## config.mk

```make
export PLATFORM = sky130hd
export DESIGN_NAME = dhcp_option_tlv_parser
export DESIGN_NICKNAME = d
export VERILOG_FILES = /design/src/hdl/dotp_pkg.sv /design/src/hdl/dhcp_option_tlv_parser.sv /design/src/hdl/dotp_csr.sv /design/src/hdl/dotp_parse.sv /design/src/hdl/dotp_rsp_reg.sv
export SDC_FILE = /design/constraint.sdc
export NUM_CORES = 1
export LEC_CHECK = 0
export ABC_CLOCK_PERIOD_IN_PS = 13710
export BUFFER_PORTS_ARGS = -buffer_cell sky130_fd_sc_hd__buf_4
export CELL_PAD_IN_SITES_DETAIL_PLACEMENT = 1
export CELL_PAD_IN_SITES_GLOBAL_PLACEMENT = 1
export CORE_ASPECT_RATIO = 0.7
export CORE_UTILIZATION = 50
export DETAILED_ROUTE_END_ITERATION = 10
export GPL_TIMING_DRIVEN = 0
export PLACE_DENSITY = 0.93
export SLEW_MARGIN = 20
export SYNTH_ARGS = -nofsm -noshare
export SYNTH_HDL_FRONTEND = slang
export SYNTH_SLANG_ARGS = --single-unit
```

## constraint.sdc

```tcl
create_clock -name clock -period 13.71 [get_ports clock]
set_input_delay 2.742 -clock clock [delete_from_list [all_inputs] [get_ports clock]]
set_output_delay 2.742 -clock clock [all_outputs]
set_load 0.01 [all_outputs]
```

## src/hdl/dotp_pkg.sv

```systemverilog
// Shared types and constants for the DHCP option TLV parser.
// Holds the option codes, register indexes, reset defaults and the result layout.
// No dependencies.
`default_nettype none

package dotp_pkg;

   // Parser phase within one option.
   typedef enum logic [1:0] {
      PH_CODE = 2'd0,
      PH_LEN  = 2'd1,
      PH_VAL  = 2'd2,
      PH_STOP = 2'd3
   } phase_type;

   // Option codes of interest.
   localparam logic [7:0] OPT_PAD       = 8'd0;
   localparam logic [7:0] OPT_SUBNET    = 8'd1;
   localparam logic [7:0] OPT_ROUTER    = 8'd3;
   localparam logic [7:0] OPT_DNS       = 8'd6;
   localparam logic [7:0] OPT_LEASE     = 8'd51;
   localparam logic [7:0] OPT_MSG_KIND  = 8'd53;
   localparam logic [7:0] OPT_SERVER_ID = 8'd54;
   localparam logic [7:0] OPT_RENEWAL   = 8'd58;
   localparam logic [7:0] OPT_REBINDING = 8'd59;
   localparam logic [7:0] OPT_END       = 8'd255;

   // Configuration register indexes.
   localparam int unsigned CSR_INDEX_W = 2;
   localparam logic [CSR_INDEX_W-1:0] CSR_DEFAULT_SUBNET    = 2'd0;
   localparam logic [CSR_INDEX_W-1:0] CSR_DEFAULT_LEASE     = 2'd1;
   localparam logic [CSR_INDEX_W-1:0] CSR_DEFAULT_RENEWAL   = 2'd2;
   localparam logic [CSR_INDEX_W-1:0] CSR_DEFAULT_REBINDING = 2'd3;

   // Register reset values.
   localparam logic [31:0] RST_DEFAULT_SUBNET    = 32'hFFFF_FF00;
   localparam logic [31:0] RST_DEFAULT_LEASE     = 32'd86400;
   localparam logic [31:0] RST_DEFAULT_RENEWAL   = 32'd43200;
   localparam logic [31:0] RST_DEFAULT_REBINDING = 32'd75600;

   // Assembly counter saturates at four value bytes.
   localparam logic [2:0] VALUE_FULL = 3'd4;

   // Configured defaults.
   typedef struct packed {
      logic [31:0] subnet;
      logic [31:0] lease;
      logic [31:0] renewal;
      logic [31:0] rebinding;
   } defaults_type;

   // Result item; the last member sits in the lowest bits.
   typedef struct packed {
      logic [31:0] rebinding_secs;
      logic [31:0] renewal_secs;
      logic [31:0] lease_secs;
      logic [31:0] server_id;
      logic [31:0] dns_addr;
      logic [31:0] router_addr;
      logic [31:0] subnet_mask;
      logic [7:0]  message_kind;
   } result_type;

   localparam int unsigned RESULT_W = $bits(result_type);

endpackage

`default_nettype wire

```

## src/hdl/dhcp_option_tlv_parser.sv

```systemverilog
// DHCP option TLV parser: one options byte per transaction, one result per area.
// rsp_tvalid rises when the output register loads the result of the held final byte.
// Throughput: one byte per cycle; the input register stalls only while a result
// waits in the output register and the next final byte is ready behind it.
// Reset: synchronous, active high; clears parse state and restores default registers.
// Uses dotp_pkg, dotp_csr, dotp_parse and dotp_rsp_reg.
`default_nettype none

module dhcp_option_tlv_parser
   import dotp_pkg::*;
(
   input  wire logic                   clock,
   input  wire logic                   reset,
   // Byte stream
   input  wire logic                   req_tvalid,
   output logic                        req_tready,
   input  wire logic [7:0]             req_tdata,   // [7:0] opt_byte
   input  wire logic                   req_tlast,   // last_byte
   // Result stream
   output logic                        rsp_tvalid,
   input  wire logic                   rsp_tready,
   // [7:0] message_kind, [39:8] subnet_mask, [71:40] router_addr, [103:72] dns_addr,
   // [135:104] server_id, [167:136] lease_secs, [199:168] renewal_secs,
   // [231:200] rebinding_secs
   output logic [RESULT_W-1:0]         rsp_tdata,
   // Configuration writes
   input  wire logic                   csr_valid,
   output logic                        csr_ready,
   input  wire logic [CSR_INDEX_W-1:0] csr_index,
   input  wire logic [31:0]            csr_data
);

   logic         in_valid_ff, in_valid_in;
   logic [7:0]   in_byte_ff;
   logic         in_last_ff;
   logic         advance;
   logic         rsp_free;
   defaults_type defaults;
   result_type   result;

   dotp_csr u_csr (
      .clock     (clock),
      .reset     (reset),
      .csr_valid (csr_valid),
      .csr_ready (csr_ready),
      .csr_index (csr_index),
      .csr_data  (csr_data),
      .defaults  (defaults)
   );

   // Input register: the held byte moves on unless it is final and the output is full.
   assign advance     = in_valid_ff && (!in_last_ff || rsp_free);
   assign req_tready  = !in_valid_ff || advance;
   assign in_valid_in = (req_tvalid && req_tready) || (in_valid_ff && !advance);

   always_ff @(posedge clock) begin
      if (reset) begin
         in_valid_ff <= 1'b0;
      end else begin
         in_valid_ff <= in_valid_in;
      end
   end

   always_ff @(posedge clock) begin
      if (req_tvalid && req_tready) begin
         in_byte_ff <= req_tdata;
         in_last_ff <= req_tlast;
      end
   end

   dotp_parse u_parse (
      .clock     (clock),
      .reset     (reset),
      .step      (advance),
      .opt_byte  (in_byte_ff),
      .last_byte (in_last_ff),
      .defaults  (defaults),
      .result    (result)
   );

   dotp_rsp_reg u_rsp (
      .clock      (clock),
      .reset      (reset),
      .load       (advance && in_last_ff),
      .data       (result),
      .free       (rsp_free),
      .rsp_tvalid (rsp_tvalid),
      .rsp_tready (rsp_tready),
      .rsp_tdata  (rsp_tdata)
   );

`ifndef SYNTHESIS
   // A result appears only after a final byte has been parsed.
   assert property (@(posedge clock) disable iff (reset)
      (!rsp_tvalid && !(advance && in_last_ff)) |=> !rsp_tvalid)
      else $error("result raised without a final byte");

   // The input stalls only behind a final byte blocked by a full output.
   assert property (@(posedge clock) disable iff (reset)
      !req_tready |-> (in_valid_ff && in_last_ff && rsp_tvalid && !rsp_tready))
      else $error("input stalled without cause");

   // A held byte that does not advance is kept.
   assert property (@(posedge clock) disable iff (reset)
      (in_valid_ff && !advance) |=> (in_valid_ff && $stable(in_byte_ff)))
      else $error("held byte lost");
`endif

endmodule

`default_nettype wire

```

## src/hdl/dotp_csr.sv

```systemverilog
// Configuration register bank for the DHCP option TLV parser.
// Holds the four default values; depends on dotp_pkg.
`default_nettype none

module dotp_csr
   import dotp_pkg::*;
(
   input  wire logic                   clock,
   input  wire logic                   reset,
   input  wire logic                   csr_valid,
   output logic                        csr_ready,
   input  wire logic [CSR_INDEX_W-1:0] csr_index,
   input  wire logic [31:0]            csr_data,
   output defaults_type                defaults
);

   defaults_type defaults_ff;
   defaults_type defaults_in;

   // The bank accepts a write transaction in every cycle.
   assign csr_ready = 1'b1;

   // Decode the register index of a write.
   always_comb begin
      defaults_in = defaults_ff;
      if (csr_valid) begin
         unique case (csr_index)
            CSR_DEFAULT_SUBNET:    defaults_in.subnet    = csr_data;
            CSR_DEFAULT_LEASE:     defaults_in.lease     = csr_data;
            CSR_DEFAULT_RENEWAL:   defaults_in.renewal   = csr_data;
            CSR_DEFAULT_REBINDING: defaults_in.rebinding = csr_data;
         endcase
      end
   end

   always_ff @(posedge clock) begin
      if (reset) begin
         defaults_ff.subnet    <= RST_DEFAULT_SUBNET;
         defaults_ff.lease     <= RST_DEFAULT_LEASE;
         defaults_ff.renewal   <= RST_DEFAULT_RENEWAL;
         defaults_ff.rebinding <= RST_DEFAULT_REBINDING;
      end else begin
         defaults_ff <= defaults_in;
      end
   end

   assign defaults = defaults_ff;

endmodule

`default_nettype wire

```

## src/hdl/dotp_parse.sv

```systemverilog
// Option parser state and its combinational update for one options byte.
// Produces the result for the final byte combinationally; depends on dotp_pkg.
`default_nettype none

module dotp_parse
   import dotp_pkg::*;
(
   input  wire logic         clock,
   input  wire logic         reset,
   input  wire logic         step,
   input  wire logic [7:0]   opt_byte,
   input  wire logic         last_byte,
   input  wire defaults_type defaults,
   output result_type        result
);

   phase_type   phase_ff,  phase_in;
   logic [7:0]  code_ff,   code_in;
   logic [7:0]  left_ff,   left_in;
   logic [2:0]  count_ff,  count_in;
   logic [31:0] asm_ff,    asm_in;
   logic [7:0]  msg_ff,    msg_in;
   logic [31:0] subnet_ff, subnet_in;
   logic [31:0] router_ff, router_in;
   logic [31:0] dns_ff,    dns_in;
   logic [31:0] server_ff, server_in;
   logic [31:0] lease_ff,  lease_in;
   logic [31:0] renew_ff,  renew_in;
   logic [31:0] rebind_ff, rebind_in;
   // Seen flags: subnet, lease, renewal, rebinding.
   logic [3:0]  seen_ff,   seen_in;
   logic        commit;
   logic        four;
   logic [7:0]  first_byte;

   // Phase walk and value assembly for this byte.
   always_comb begin
      phase_in = phase_ff;
      code_in  = code_ff;
      left_in  = left_ff;
      count_in = count_ff;
      asm_in   = asm_ff;
      commit   = 1'b0;
      unique case (phase_ff)
         PH_CODE: begin
            if (opt_byte == OPT_END) begin
               phase_in = PH_STOP;
            end else if (opt_byte != OPT_PAD) begin
               code_in  = opt_byte;
               phase_in = PH_LEN;
            end
         end
         PH_LEN: begin
            // A zero-length option is complete here but sets nothing.
            left_in  = opt_byte;
            count_in = 3'd0;
            asm_in   = 32'd0;
            phase_in = (opt_byte == 8'd0) ? PH_CODE : PH_VAL;
         end
         PH_VAL: begin
            if (count_ff < VALUE_FULL) begin
               asm_in   = {asm_ff[23:0], opt_byte};
               count_in = count_ff + 3'd1;
            end
            left_in = left_ff - 8'd1;
            if (left_ff == 8'd1) begin
               commit   = 1'b1;
               phase_in = PH_CODE;
            end
         end
         PH_STOP: begin
         end
      endcase
   end

   // The first value byte sits above the bytes assembled after it.
   always_comb begin
      case (count_in)
         3'd1:    first_byte = asm_in[7:0];
         3'd2:    first_byte = asm_in[15:8];
         3'd3:    first_byte = asm_in[23:16];
         default: first_byte = asm_in[31:24];
      endcase
   end

   assign four = (count_in == VALUE_FULL);

   // Commit a completed option into the held values.
   always_comb begin
      msg_in    = msg_ff;
      subnet_in = subnet_ff;
      router_in = router_ff;
      dns_in    = dns_ff;
      server_in = server_ff;
      lease_in  = lease_ff;
      renew_in  = renew_ff;
      rebind_in = rebind_ff;
      seen_in   = seen_ff;
      if (commit) begin
         case (code_ff)
            OPT_MSG_KIND: begin
               if (count_in != 3'd0) msg_in = first_byte;
            end
            OPT_SUBNET: begin
               if (four) begin
                  subnet_in  = asm_in;
                  seen_in[0] = 1'b1;
               end
            end
            OPT_ROUTER: begin
               if (four) router_in = asm_in;
            end
            OPT_DNS: begin
               if (four) dns_in = asm_in;
            end
            OPT_SERVER_ID: begin
               if (four) server_in = asm_in;
            end
            OPT_LEASE: begin
               if (four) begin
                  lease_in   = asm_in;
                  seen_in[1] = 1'b1;
               end
            end
            OPT_RENEWAL: begin
               if (four) begin
                  renew_in   = asm_in;
                  seen_in[2] = 1'b1;
               end
            end
            OPT_REBINDING: begin
               if (four) begin
                  rebind_in  = asm_in;
                  seen_in[3] = 1'b1;
               end
            end
            default: begin
            end
         endcase
      end
   end

   // Final-byte result; unseen subnet, lease, renewal, rebinding take defaults.
   always_comb begin
      result.message_kind   = msg_in;
      result.subnet_mask    = seen_in[0] ? subnet_in : defaults.subnet;
      result.router_addr    = router_in;
      result.dns_addr       = dns_in;
      result.server_id      = server_in;
      result.lease_secs     = seen_in[1] ? lease_in  : defaults.lease;
      result.renewal_secs   = seen_in[2] ? renew_in  : defaults.renewal;
      result.rebinding_secs = seen_in[3] ? rebind_in : defaults.rebinding;
   end

   // State update; the final byte of an area starts the next one afresh.
   always_ff @(posedge clock) begin
      if (reset || (step && last_byte)) begin
         phase_ff  <= PH_CODE;
         code_ff   <= 8'd0;
         left_ff   <= 8'd0;
         count_ff  <= 3'd0;
         asm_ff    <= 32'd0;
         msg_ff    <= 8'd0;
         subnet_ff <= 32'd0;
         router_ff <= 32'd0;
         dns_ff    <= 32'd0;
         server_ff <= 32'd0;
         lease_ff  <= 32'd0;
         renew_ff  <= 32'd0;
         rebind_ff <= 32'd0;
         seen_ff   <= 4'd0;
      end else if (step) begin
         phase_ff  <= phase_in;
         code_ff   <= code_in;
         left_ff   <= left_in;
         count_ff  <= count_in;
         asm_ff    <= asm_in;
         msg_ff    <= msg_in;
         subnet_ff <= subnet_in;
         router_ff <= router_in;
         dns_ff    <= dns_in;
         server_ff <= server_in;
         lease_ff  <= lease_in;
         renew_ff  <= renew_in;
         rebind_ff <= rebind_in;
         seen_ff   <= seen_in;
      end
   end

endmodule

`default_nettype wire

```

## src/hdl/dotp_rsp_reg.sv

```systemverilog
// Result output register for the DHCP option TLV parser.
// Holds one result transaction until the consumer takes it; depends on dotp_pkg.
`default_nettype none

module dotp_rsp_reg
   import dotp_pkg::*;
(
   input  wire logic                clock,
   input  wire logic                reset,
   input  wire logic                load,
   input  wire result_type          data,
   output logic                     free,
   output logic                     rsp_tvalid,
   input  wire logic                rsp_tready,
   output logic [RESULT_W-1:0]      rsp_tdata
);

   logic       valid_ff, valid_in;
   result_type data_ff;

   // Room for a new result when empty or when the held one leaves now.
   assign free     = !valid_ff || rsp_tready;
   assign valid_in = load || (valid_ff && !rsp_tready);

   always_ff @(posedge clock) begin
      if (reset) begin
         valid_ff <= 1'b0;
      end else begin
         valid_ff <= valid_in;
      end
   end

   always_ff @(posedge clock) begin
      if (load) begin
         data_ff <= data;
      end
   end

   assign rsp_tvalid = valid_ff;
   assign rsp_tdata  = data_ff;

endmodule

`default_nettype wire

```

-- Word level (Yosys, flattened, before mapping)
Index checks and enable logic that the tools add are counted.
W data, S select, Z words.
- bits in registers: 660
- bits of input ports: 48
- output and inout bits: 235
- logic and storage cells: 135
- add/subtract/negate cells: 2
- $lt $le $gt $ge: 1
- equality and inequality tests: 21
- muxes and demuxes: 50
- bitwise logic cells: 1
- reduce and logical (&&, ||, !) cells: 30
- operators with widths (cell ; count):
    $mux W32 ; 26
    $pmux W32 S2 ; 1
    $eq A8 B6 Y1 const B ; 5
    $mux W8 ; 3
    $pmux W8 S3 ; 1
    $eq A8 B1 Y1 const B ; 2
    $pmux W8 S2 ; 1
    $mux W1 ; 10
    $reduce_and A2 Y1 ; 5
    $eq A8 B2 Y1 const B ; 1
    $eq A8 B3 Y1 const B ; 1
    $eq A8 B8 Y1 const B ; 1
    $logic_not A8 Y1 ; 1
    $mux W2 ; 4
    $reduce_and A4 Y1 ; 2
    $reduce_bool A8 Y1 ; 1
    $sub A8 B1 Y8 const B ; 1
    $eq A2 B2 Y1 const B ; 3
    $eq A3 B2 Y1 const B ; 2
    $logic_or A1 B1 Y1 ; 6
    $pmux W2 S3 ; 1
    $pmux W3 S2 ; 1
    $reduce_bool A3 Y1 ; 2
    $logic_and A1 B1 Y1 ; 5
    13 further kinds ; 19

-- Logic depth before layout (Yosys ltp)
Gate-level depths: netlist (run 1).
- depth after elaboration: 8
- mapped depth: 12
- mapped depth without buffers: 7

-- Cells and area by module
Synthesis (run 1) repeated with hierarchy kept, for this count alone.
- cell total of the unflattened synthesis: 2777
- area, all modules: 27800.4 µm²
- by module, submodules not included (module ; instances ; cells each ; area each (µm²)):
    dotp_parse ; 1 ; 2038 ; 15269.6
    dotp_rsp_reg ; 1 ; 236 ; 7013.0
    dotp_csr ; 1 ; 486 ; 5167.5
    dhcp_option_tlv_parser ; 1 ; 17 ; 350.3

-- Worst setup path before layout (run 1)
Ideal clock, no wire load.
- kind: input-to-reg
- start point: input port rsp_tready
- end point: register u_parse.router_ff[10]
- library setup time: 0.146 ns
- arrival time: 9.868 ns
- setup slack: 3.696 ns
- stages: 7
- buffers on the path: 3
- path through: nand2b_1 > and3_1 > or2_2 > clkbuf_1 > clkbuf_1 > clkbuf_1 > a211oi_2
- cells in the longest elaborated chain, start to end: 5
- ends and longest elaborated chain (item ; line ; source):
    start: declaration ; dhcp_option_tlv_parser.sv:21 ; input wire logic rsp_tready,
    $logic_or A1 B1 Y1 ; dotp_rsp_reg.sv:22 ; assign free = !valid_ff || rsp_tready;
    $logic_or A1 B1 Y1 ; dhcp_option_tlv_parser.sv:52 ; assign advance = in_valid_ff && (!in_last_ff || rsp_free);
    $logic_and A1 B1 Y1 ; dhcp_option_tlv_parser.sv:52 ;
    $logic_and A1 B1 Y1 ; -- ;
    net u_rsp.load ; dotp_rsp_reg.sv:10 ; input wire logic load,
    $logic_or A1 B1 Y1 ; dotp_parse.sv:157 ; if (reset || (step && last_byte)) begin
    end signal: assignment ; dotp_parse.sv:180 ; router_ff <= router_in;
    end: declaration ; dotp_parse.sv:24 ; logic [31:0] router_ff, router_in;
The timed path passes the listed nets, and every way through them passes these cells.
A chain may end at the register's enable or synchronous reset.

-- Final worst setup path (run 1)
- start point: input port rsp_tready
- end point: register u_parse.lease_ff[0]
- cells in the longest elaborated chain, start to end: 5
- ends and longest elaborated chain (item ; line ; source):
    $logic_or A1 B1 Y1 ; dotp_rsp_reg.sv:22 ;
    $logic_or A1 B1 Y1 ; dhcp_option_tlv_parser.sv:52 ;
    $logic_and A1 B1 Y1 ; dhcp_option_tlv_parser.sv:52 ;
    $logic_and A1 B1 Y1 ; -- ;
    net u_rsp.load ; dotp_rsp_reg.sv:10 ;
    $logic_or A1 B1 Y1 ; dotp_parse.sv:157 ;
    end signal: assignment ; dotp_parse.sv:183 ; lease_ff <= lease_in;
    end: declaration ; dotp_parse.sv:27 ; logic [31:0] lease_ff, lease_in;
The timed path passes the listed nets, and every way through them passes these cells.

==> impl_metrics.tcl, run 1 <==
set metrics [dict create \
    yosysWarnings 0 \
    ioPinCount 283 \
    synth_enable_flop_cells 241 \
    yosysUniqueCellTypes 60 \
    worst_slew_margin_rel 0.149 \
    total_of_endpoints_with_negative_setup_slack_in_the_final_report 0 \
    clkSinkCount 660 \
    hpwlAfterDp_um 78200 \
    synth.net_count 2680 \
    initial_utilization 0.506 \
    clk_transition_reported_paths_ps 70 \
    drive_gt1_frac 0.184 \
    clk_root_buffer_cell "sky130_fd_sc_hd__clkbuf_16" \
    r2r-end "u_parse.lease_ff[0]" \
    synthDominantCellAreaShare 0.308 \
    wl_per_cell_um 30.1 \
    nNetsFinal 3043 \
    finalClockSkew_ps 41.3 \
    hold_start "u_csr.defaults[31]" \
    hold_path_end "u_csr.defaults[31]" \
    antenna_found_initial 13 \
    synth.most_common_cell "sky130_fd_sc_hd__dfxtp_1" \
    num_vias 24600 \
    synthDominantAreaCellType "sky130_fd_sc_hd__dfxtp_1" \
    rr_worst_depth 8 \
    power.static_leakage_nw 11.1 \
    worst-slew-pin-transition_ps 1280 \
    total_power_mw 4.26 \
    status "finished clean" \
    die_h_um 197 \
    fin_worst_hold_slack_ps 464 \
    drv_slew 0 \
    postLayoutCellArea_sq_mm 0.0326 \
    cts_htree_levels 3 \
    flow.area_growth_from_synthesis_pct 19.8 \
    fin_tns_setup_ps 0 \
    floorplan.die_area_sq_mm 0.0553 \
    dominantRegCellSynth "sky130_fd_sc_hd__dfxtp_1" \
    post_cts_setup_buffers 0 \
    floorplan.rows 71 \
    place_congestion 0.979 \
    die_width_um 281 \
    drt_drc_violations_left 0 \
    largest_net_degree_at_the_start_of_global_routing 65 \
    worstSetupStartpointType "input pin" \
    max_capacitance_violation_count 0 \
    cp_data_arrival_time_ps 6890 \
    detailed_place.area_sq_mm 0.0304 \
    synthCells 2625 \
    dr_vias_cell 6.51 \
    period_minus_slack_ps 6480 \
    final_core_util 0.606 \
    final.period_utilization 0.472 \
    hold_buffers 0 \
    r2r-start "in_valid_ff" \
    cell_types_with_the_largest_area_share_after_synthesis "sky130_fd_sc_hd__dfxtp_1 31%, sky130_fd_sc_hd__edfxtp_1 27%, sky130_fd_sc_hd__mux2i_1 8.5%, sky130_fd_sc_hd__nand2_1 5.7%, sky130_fd_sc_hd__nor2_1 4.6%" \
    dr.pass1.iters 6 \
    post_syn_area_sq_mm 0.0272 \
    timing.fmax_ghz 0.154 \
    synth.ff_latch_count 660 \
    peak_supply_drop_uv 86.5 \
    asyncSetResetFlopFracSynth 0 \
    number_of_global_route_vias_before_repair 25100 \
    place.port_buffers 281 \
    finalHoldViolations 0 \
    hold_depth 2 \
    gr-total-overflow 0 \
    synth.avg_cell_area_sq_um 10.4 \
    timing.critical_path.required_ps 14130 \
    numCtsBuffers 66 \
    regToRegSetupSlack_ps 9120 \
    routed_wire_length_um 114000 \
    worstSetupPathType "in2reg" \
    clock_path_buffers 3 \
    hold_class "reg2reg" \
    share_of_synthesized_area_occupied_by_flip_flops_and_latches 0.575 \
    most_frequent_cells_after_synthesis "419 x sky130_fd_sc_hd__dfxtp_1, 410 x sky130_fd_sc_hd__nand2_1, 331 x sky130_fd_sc_hd__nor2_1" \
    timing.critical_path.to_type "register" \
    post_cts.resized_instances 0 \
    tritoncts "done" \
    clkLatencyLatePin_ps 640 \
    core_area_sq_mm 0.0537 \
    critical_path.max_fanout 50 \
    power_density_mw_per_mm2 131 \
    wire_length_of_the_first_global_routing_pass_um 163000 \
    final_antenna_net_count 0 \
    setup_repair_after_global_routing_missed_its_margin "no" \
    global_route.usage.total 0.403 \
    drt_first_iter_violations 2936 \
]
[registers in the layout, indices dropped and copies added (netlist names), 32 cells and up]
register	count
u_parse.subnet_ff	32
u_rsp.rsp_tdata	232
u_parse.router_ff	32
u_parse.dns_ff	32
u_csr.defaults	128
u_parse.renew_ff	32
u_parse.lease_ff	32
u_parse.asm_ff	32
u_parse.rebind_ff	32
u_parse.server_ff	32
[metrics by stage]
| stage | worst slack, ps | instances |
|---|---|---|
| after floorplan | 3700 | 2625 |
| after global placement | 492 | 3636 |
| after detailed placement | 6940 | 3648 |
| after CTS | 7430 | 3765 |
| after global routing | 7330 | 3772 |
| final | 7230 | 3775 |
[kinds of logic after synthesis]
kind of cell / count (synthesis) / share of synthesized area
AND/OR/NAND/NOR: 866 / 0.137
flip-flops: 660 / 0.575
AO/OA/AOI/OAI: 574 / 0.137
multiplexers: 296 / 0.112
buffers and inverters: 221 / 0.0359
adder cells (fa/ha/maj): 7 / 0.00322
other: 1 / 0.000138
[layout by cell type (no fill, tap or decap), types with 4 or more instances in the layout]
cell type | Yosys | final
sky130_fd_sc_hd__buf_1 | 4 | 4
sky130_fd_sc_hd__nand2b_1 | 4 | 4
sky130_fd_sc_hd__a21oi_1 | 140 | 140
sky130_fd_sc_hd__inv_1 | 9 | 9
sky130_fd_sc_hd__buf_4 | 16 | 303
sky130_fd_sc_hd__o21ai_1 | 5 | 5
sky130_fd_sc_hd__a221o_1 | 8 | 8
sky130_fd_sc_hd__nor2_1 | 331 | 331
sky130_fd_sc_hd__nand3_1 | 11 | 11
sky130_fd_sc_hd__a22oi_1 | 32 | 32
sky130_fd_sc_hd__o21ai_0 | 163 | 163
sky130_fd_sc_hd__dfxtp_1 | 419 | 419
sky130_fd_sc_hd__edfxtp_1 | 241 | 241
sky130_fd_sc_hd__mux2_2 | 64 | 64
sky130_fd_sc_hd__o22ai_1 | 8 | 8
sky130_fd_sc_hd__or4_1 | 4 | 4
sky130_fd_sc_hd__or2_2 | 5 | 5
sky130_fd_sc_hd__clkinv_1 | 0 | 5
sky130_fd_sc_hd__nor4_4 | 4 | 6
sky130_fd_sc_hd__a22o_1 | 33 | 33
sky130_fd_sc_hd__clkbuf_16 | 0 | 69
sky130_fd_sc_hd__buf_2 | 28 | 31
sky130_fd_sc_hd__clkinv_2 | 0 | 15
sky130_fd_sc_hd__diode_2 | 0 | 8
sky130_fd_sc_hd__buf_6 | 7 | 7
sky130_fd_sc_hd__a211oi_2 | 28 | 28
sky130_fd_sc_hd__a31oi_1 | 9 | 9
sky130_fd_sc_hd__clkbuf_8 | 0 | 9
sky130_fd_sc_hd__nor4_1 | 8 | 7
sky130_fd_sc_hd__clkbuf_1 | 157 | 168
sky130_fd_sc_hd__nor2b_1 | 13 | 13
sky130_fd_sc_hd__a211oi_1 | 135 | 135
sky130_fd_sc_hd__mux2i_1 | 232 | 232
sky130_fd_sc_hd__nand2_1 | 410 | 410
sky130_fd_sc_hd__nand3b_1 | 43 | 43
sky130_fd_sc_hd__nand4_1 | 6 | 6
sky130_fd_sc_hd__ha_1 | 7 | 7
[final cells by class]
| class | instances | area, sq um |
|---|---|---|
| clock buffer | 89 | 1890 |
| timing repair buffer | 295 | 2280 |
| antenna | 8 | 20.0 |
| fill | 5789 | 21200 |
| sequential | 660 | 15600 |
| buffer | 212 | 943 |
| multi-input combinational | 1744 | 10600 |
| inverter | 9 | 33.8 |
| tap | 730 | 913 |
| clock inverter | 28 | 236 |
[power breakdown]
| part | switching (mW) | leakage, nW | internal [mW] |
|---|---|---|---|
| combinational | 0.217 | 4.45 | 0.0843 |
| clock | 0.822 | 1.06 | 1.03 |
| sequential | 0.0372 | 5.55 | 2.07 |
[how the worst max path moves through the flow]
stage / startpoint / endpoint / slack, ps / cells past startpoint
3_3_place_gp: rsp_tready / u_parse.lease_ff[8] / 490 / 8
4_1_cts: rsp_tready / req_tready / 7430 / 4
6_report: rsp_tready / u_parse.lease_ff[0] / 7230 / 10
5_1_grt: rsp_tready / u_parse.lease_ff[0] / 7330 / 10
3_5_place_dp: rsp_tready / u_parse.lease_ff[6] / 6940 / 10
2_1_floorplan: rsp_tready / u_parse.router_ff[10] / 3700 / 7
[critical path, stage by stage]
cell                       delay [ps]
sky130_fd_sc_hd__buf_4             80
sky130_fd_sc_hd__nand2b_1         150
sky130_fd_sc_hd__and3_4           540
sky130_fd_sc_hd__buf_12           290
sky130_fd_sc_hd__buf_16           290
sky130_fd_sc_hd__or2_2            190
sky130_fd_sc_hd__clkbuf_1         800
sky130_fd_sc_hd__clkbuf_1         710
sky130_fd_sc_hd__clkbuf_1         820
sky130_fd_sc_hd__a211oi_1         140
[layer usage]
layer  vias to the layer above  track usage  wire (um)
met5                         -            0         57
met4                         8        0.228       7030
met3                       480        0.118      12200
met2                      1661        0.608      49700
met1                     12400        0.517      44500
li1                      10100            -          -
Note: power is estimated with default switching activity, not from simulation.
==> inputs of run 2 (changes only) <==
--- a/config.mk
+++ b/config.mk
@@ -5,15 +5,15 @@
 export SDC_FILE = /design/constraint.sdc
 export NUM_CORES = 1
 export LEC_CHECK = 0
-export ABC_CLOCK_PERIOD_IN_PS = 13710
+export ABC_CLOCK_PERIOD_IN_PS = 5200
 export BUFFER_PORTS_ARGS = -buffer_cell sky130_fd_sc_hd__buf_4
 export CELL_PAD_IN_SITES_DETAIL_PLACEMENT = 1
 export CELL_PAD_IN_SITES_GLOBAL_PLACEMENT = 1
 export CORE_ASPECT_RATIO = 0.7
-export CORE_UTILIZATION = 50
+export CORE_UTILIZATION = 42
 export DETAILED_ROUTE_END_ITERATION = 10
 export GPL_TIMING_DRIVEN = 0
-export PLACE_DENSITY = 0.93
+export PLACE_DENSITY = 0.84
 export SLEW_MARGIN = 20
 export SYNTH_ARGS = -nofsm -noshare
 export SYNTH_HDL_FRONTEND = slang
==> constraint.sdc (replaced) <==
create_clock -name clock -period 5.2 [get_ports clock]
set_input_delay 1.04 -clock clock [delete_from_list [all_inputs] [get_ports clock]]
set_output_delay 1.04 -clock clock [all_outputs]
set_load 0.01 [all_outputs]
==> run 2 against run 1 <==
  * Wire length down 8.6%
  * Via count fell by 6.5%
  * Worst hold slack worse by 6.3 ps
  * Clock-buffer cell count fell by 3
  * Sequential power rose to 2.6 times the previous value
  * Die area rose by 19%
==> impl_metrics.tcl, run 2 (same netlist as run 1, synthesis figures left out) <==
set metrics [dict create \
    status "finished clean" \
    power.static_leakage_nw 11.1 \
    post_cts.resized_instances 0 \
    initial_utilization 0.428 \
    postLayoutSetupSlackWorst_ps 608 \
    fin_worst_hold_slack_ps 458 \
    number_of_global_route_vias_before_repair 23800 \
    dr_vias_cell 5.93 \
    cp_data_arrival_time_ps 5030 \
    timing.fmax_ghz 0.218 \
    largest_net_degree_at_the_start_of_global_routing 61 \
    setup_repair_after_global_routing_missed_its_margin "no" \
    finalHoldViolations 0 \
    tritoncts "done" \
    drt_drc_violations_left 0 \
    timing.critical_path.required_ps 5640 \
    layout.cells.most_common "sky130_fd_sc_hd__dfxtp_1" \
    worstSetupPathType "in2reg" \
    clk_transition_reported_paths_ps 60 \
    worstSetupStartpointType "input pin" \
    timing.critical_path.to_type "register" \
    max_capacitance_violation_count 0 \
    floorplan.rows 77 \
    clock_path_buffers 3 \
    global_route.usage.total 0.310 \
    critical_path.max_fanout 56 \
    num_vias 23000 \
    drt_first_iter_violations 2507 \
    cts_htree_levels 3 \
    dr.pass1.iters 6 \
    place_ws_ps 156 \
    total_of_endpoints_with_negative_setup_slack_in_the_final_report 0 \
    detailed_place.area_sq_mm 0.0305 \
    numCtsBuffers 68 \
    ioPinCount 283 \
    routed_wire_length_um 104000 \
    wire_length_of_the_first_global_routing_pass_um 153000 \
    die_h_um 215 \
    hold_buffers 0 \
    final_core_util 0.516 \
    antenna_found_initial 8 \
    total_power_mw 11.4 \
    place_congestion 0.972 \
    hold_class "reg2reg" \
    post_cts_setup_buffers 0 \
    wl_per_cell_um 26.8 \
    largest_register_ffs 232 \
    clkSinkCount 660 \
    clkLatencyLatePin_ps 630 \
    period_minus_slack_ps 4590 \
    worst_slew_margin_rel 0.188 \
    die_width_um 306 \
    place.port_buffers 281 \
    floorplan.die_area_sq_mm 0.0658 \
    drv_slew 0 \
    finalClockSkew_ps 25.2 \
    clk_root_buffer_cell "sky130_fd_sc_hd__clkbuf_16" \
    postLayoutCellArea_sq_mm 0.0328 \
    gr-total-overflow 0 \
    peak_supply_drop_uv 275 \
    final.period_utilization 0.883 \
    drive_gt1_frac 0.186 \
    worst-slew-pin-transition_ps 1220 \
    hpwlAfterDp_um 76000 \
    final_antenna_net_count 0 \
    core_area_sq_mm 0.0636 \
    nNetsFinal 3042 \
    mostFrequentLayoutCells "419 x sky130_fd_sc_hd__dfxtp_1, 410 x sky130_fd_sc_hd__nand2_1, 331 x sky130_fd_sc_hd__nor2_1, 303 x sky130_fd_sc_hd__buf_4, 241 x sky130_fd_sc_hd__edfxtp_1" \
    power_density_mw_per_mm2 347 \
    flow.area_growth_from_synthesis_pct 20.6 \
]
-- run 2: changes by cell type in the layout (fill, tap and decap cells not counted), sizes merged --
| cell | delta |
|---|---|
| clkbuf | -3 |
| diode | -4 |
| buf | -3 |
| bufinv | +3 |
| clkinv | +2 |
| inv | +5 |
| clkinvlp | +1 |
-- run 2: area by class of cell --
| type | instances | area, sq um |
|---|---|---|
| antenna | 4 | 10.0 |
| buffer | 212 | 943 |
| clock buffer | 86 | 1850 |
| clock inverter | 39 | 394 |
| fill | 6929 | 30800 |
| inverter | 9 | 33.8 |
| multi-input combinational | 1744 | 10600 |
| sequential | 660 | 15600 |
| tap | 829 | 1040 |
| timing repair buffer | 292 | 2260 |
-- run 2: power by group --
group / leakage, nW / switching, mW / internal, mW
clock: 1.12 / 2.19 / 2.86
sequential: 5.55 / 0.0905 / 5.46
combinational: 4.44 / 0.548 / 0.221
-- run 2: final timing paths --
check	end	start	cells past startpoint	slack [ps]
worst min-delay path	u_csr.defaults[69]	u_csr.defaults[69]	2	460
worst min register to register	u_csr.defaults[69]	u_csr.defaults[69]	2	460
worst max-delay path	u_parse.code_ff[0]	rsp_tready	10	610
worst max register to register	u_parse.code_ff[0]	in_valid_ff	8	780
-- run 2: metrics by stage --
stage / cells / TNS, ps
5_1_grt: 3871 / 0
4_1_cts: 3869 / 0
3_5_place_dp: 3744 / 0
6_report: 3875 / 0
2_1_floorplan: 2625 / 0
3_3_place_gp: 3735 / -172260
-- run 2: worst max-delay path, cell delays in order --
cell and delay [ps]:
sky130_fd_sc_hd__buf_4 90, sky130_fd_sc_hd__nand2b_1 150, sky130_fd_sc_hd__and3_4 530, sky130_fd_sc_hd__buf_16 330, sky130_fd_sc_hd__buf_16 320, sky130_fd_sc_hd__or2_2 170, sky130_fd_sc_hd__clkbuf_1 710, sky130_fd_sc_hd__clkbuf_1 540
sky130_fd_sc_hd__clkbuf_1 820, sky130_fd_sc_hd__nor2_1 170
-- run 2: metal layers --
metal  track usage  up-vias  part of all wire
li1              -    10000                 -
met1         0.433    11700              0.44
met2         0.475     1038              0.44
met3        0.0680      207             0.089
met4         0.102       10             0.032
met5             0        -           0.00060
==> inputs of run 3 (changes only) <==
--- a/config.mk
+++ b/config.mk
@@ -13,7 +13,7 @@
 export CORE_UTILIZATION = 42
 export DETAILED_ROUTE_END_ITERATION = 10
 export GPL_TIMING_DRIVEN = 0
-export PLACE_DENSITY = 0.84
+export PLACE_DENSITY = 0.73
 export SLEW_MARGIN = 20
 export SYNTH_ARGS = -nofsm -noshare
 export SYNTH_HDL_FRONTEND = slang
==> run 3 against run 2 <==
  * Core utilization rose by 0.057 points
  * Worst hold slack got worse by 3.4 ps
  * Maximum frequency rose by 1.3%
  * Die area did not move
  * Register-to-register slack got worse by 40 ps
  * Via count fell by 2.1%
  * Final cell count barely moved
  * Largest cell class unchanged
  * First-iteration DRC count fell by 19%
  * Clock power fell by 0.8%
  * Clock skew fell by 2.5 ps
  * Critical path depth did not move
  * Sequential power barely moved
==> impl_metrics.tcl, run 3 (same netlist as run 1, synthesis figures left out) <==
set metrics [dict create \
    status "finished clean" \
    clock_path_buffers 3 \
    cp_data_arrival_time_ps 4960 \
    power_density_mw_per_mm2 345 \
    total_of_endpoints_with_negative_setup_slack_in_the_final_report 0 \
    cp_num_cells 10 \
    ioPinCount 283 \
    period_minus_slack_ps 4530 \
    place_ws_ps 105 \
    clk_root_buffer_cell "sky130_fd_sc_hd__clkbuf_16" \
    largest_register_ffs 232 \
    intPower_mw 8.55 \
    hold_class "reg2reg" \
    setup_repair_after_global_routing_missed_its_margin "no" \
    hold_start "u_csr.defaults[33]" \
    dr.pass1.iters 5 \
    flow.area_growth_from_synthesis_pct 20.7 \
    place.port_buffers 281 \
    hold_depth 2 \
    timing.critical_path.required_ps 5630 \
    drive_gt1_frac 0.184 \
    number_of_global_route_vias_before_repair 22700 \
    routed_wire_length_um 101000 \
    clkLatencyLatePin_ps 620 \
    drv_slew 0 \
    core_area_sq_mm 0.0636 \
    cpMaxStageDelayCell "sky130_fd_sc_hd__clkbuf_1" \
    layout.cells.most_common "sky130_fd_sc_hd__dfxtp_1" \
    postLayoutSetupSlackWorst_ps 665 \
    finalClockSkew_ps 22.7 \
    launch_point_of_the_critical_path "rsp_tready" \
    floorplan.rows 77 \
    place_congestion 0.955 \
    critPathMostFrequentCell "sky130_fd_sc_hd__clkbuf_1" \
    critical_path.cell_chain "buf_4, nand2b_1, and3_4, buf_16, buf_16, or2_2, clkbuf_1, clkbuf_1, clkbuf_1, a211oi_2" \
    power.clock.fraction 0.442 \
    finalHoldViolations 0 \
    post_cts.resized_instances 0 \
    p_switching_mw 2.76 \
    timing.critical_path.to_type "register" \
    timing.fmax_ghz 0.221 \
    clk_transition_reported_paths_ps 60 \
    rr_worst_depth 10 \
    combinational_share_of_power 0.067 \
    cts_htree_levels 3 \
    nNetsFinal 3046 \
    clkSinkCount 660 \
    power.static_leakage_nw 11.1 \
    peak_supply_drop_uv 243 \
    largest_net_degree_at_the_start_of_global_routing 63 \
    max_capacitance_violation_count 0 \
    final.period_utilization 0.872 \
    wire_length_of_the_first_global_routing_pass_um 148000 \
    die_h_um 215 \
    numCtsBuffers 68 \
    tritoncts "done" \
    worst_slew_margin_rel 0.187 \
    gr-total-overflow 0 \
    initial_utilization 0.428 \
    die_width_um 306 \
    hpwlAfterDp_um 77000 \
    post_cts_setup_buffers 0 \
    global_route.usage.total 0.303 \
    worstSetupPathType "in2reg" \
    largest_incremental_delay_on_the_critical_path_ps 860 \
    drt_drc_violations_left 0 \
    seqPwrFrac 0.491 \
    worstSetupStartpointType "input pin" \
    hold_buffers 0 \
    mostFrequentLayoutCells "419 x sky130_fd_sc_hd__dfxtp_1, 410 x sky130_fd_sc_hd__nand2_1, 331 x sky130_fd_sc_hd__nor2_1, 306 x sky130_fd_sc_hd__buf_4, 241 x sky130_fd_sc_hd__edfxtp_1" \
    drt_first_iter_violations 2027 \
    worst-slew-pin-transition_ps 1220 \
    floorplan.die_area_sq_mm 0.0658 \
    power_switching_share 0.244 \
    num_vias 22500 \
    wl_per_cell_um 26.1 \
    final_core_util 0.516 \
    critPathTopFamily "buffers and inverters" \
    antenna_found_initial 7 \
    total_power_mw 11.3 \
    final_antenna_net_count 0 \
    worstPathBufferInverterCount 6 \
    r2r-start "u_parse.phase_ff[1]" \
    dr_vias_cell 5.81 \
    fillCellCount 6928 \
    critical_path.max_fanout 56 \
]
run 3: path summary, 6_finish.rpt:
kind	end	slack, ps
hold / removal	u_csr.defaults[33]	450
hold reg to reg	u_csr.defaults[33]	450
setup / recovery	u_parse.router_ff[18]	670
setup reg to reg	u_rsp.rsp_tdata[214]	740
run 3: worst reg2reg max path, cell delays in order (launching register included):
cell,delay [ps]
sky130_fd_sc_hd__dfxtp_1,380
sky130_fd_sc_hd__inv_1,90
sky130_fd_sc_hd__ha_1,360
sky130_fd_sc_hd__clkbuf_1,450
sky130_fd_sc_hd__and3b_1,260
sky130_fd_sc_hd__clkbuf_1,450
sky130_fd_sc_hd__clkbuf_1,530
sky130_fd_sc_hd__clkbuf_1,590
sky130_fd_sc_hd__a22o_1,520
sky130_fd_sc_hd__nor2_1,100
sky130_fd_sc_hd__a21oi_1,470
run 3: layer usage:
| layer | up-vias | routed length (um) | global-route usage | share of wire |
|---|---|---|---|---|
| met5 | - | 77 | 0 | 0.00076 |
| li1 | 10100 | - | - | - |
| met1 | 11400 | 47300 | 0.444 | 0.47 |
| met4 | 12 | 2640 | 0.0850 | 0.026 |
| met2 | 818 | 43800 | 0.454 | 0.43 |
| met3 | 169 | 7510 | 0.0561 | 0.074 |
run 3: power groups by stage:
stage	registers, mW	clock network (mW)	logic, mW
3_3_place_gp	5.66	0	0.702
6_report	5.55	5.01	0.759
2_1_floorplan	5.65	0	0.334
4_1_cts	5.55	5.07	0.743
3_5_place_dp	5.66	0	0.738
5_1_grt	5.56	5.24	0.797
run 3: layout make-up:
class | count | area [sq um] | share of cell area
flip-flops and latches | 660 | 15600 | 0.476
repair buffers | 296 | 2290 | 0.0698
well taps | 829 | 1040 | 0.0316
inverters | 9 | 33.8 | 0.00103
plain buffers | 212 | 943 | 0.0287
clock buffers | 96 | 2010 | 0.0614
diodes | 2 | 5.00 | 0.000152
clock inverters | 29 | 248 | 0.00755
multi-input cells | 1744 | 10600 | 0.324
run 3: per-stage QoR:
stage	TNS [ps]	cell area (sq um)	instances	hold slack, ps
6_report	0	32800	3877	455
5_1_grt	0	32800	3875	473
4_1_cts	0	32800	3874	455
3_5_place_dp	0	30500	3749	446
3_3_place_gp	-203110	30300	3735	441
2_1_floorplan	0	27200	2625	436
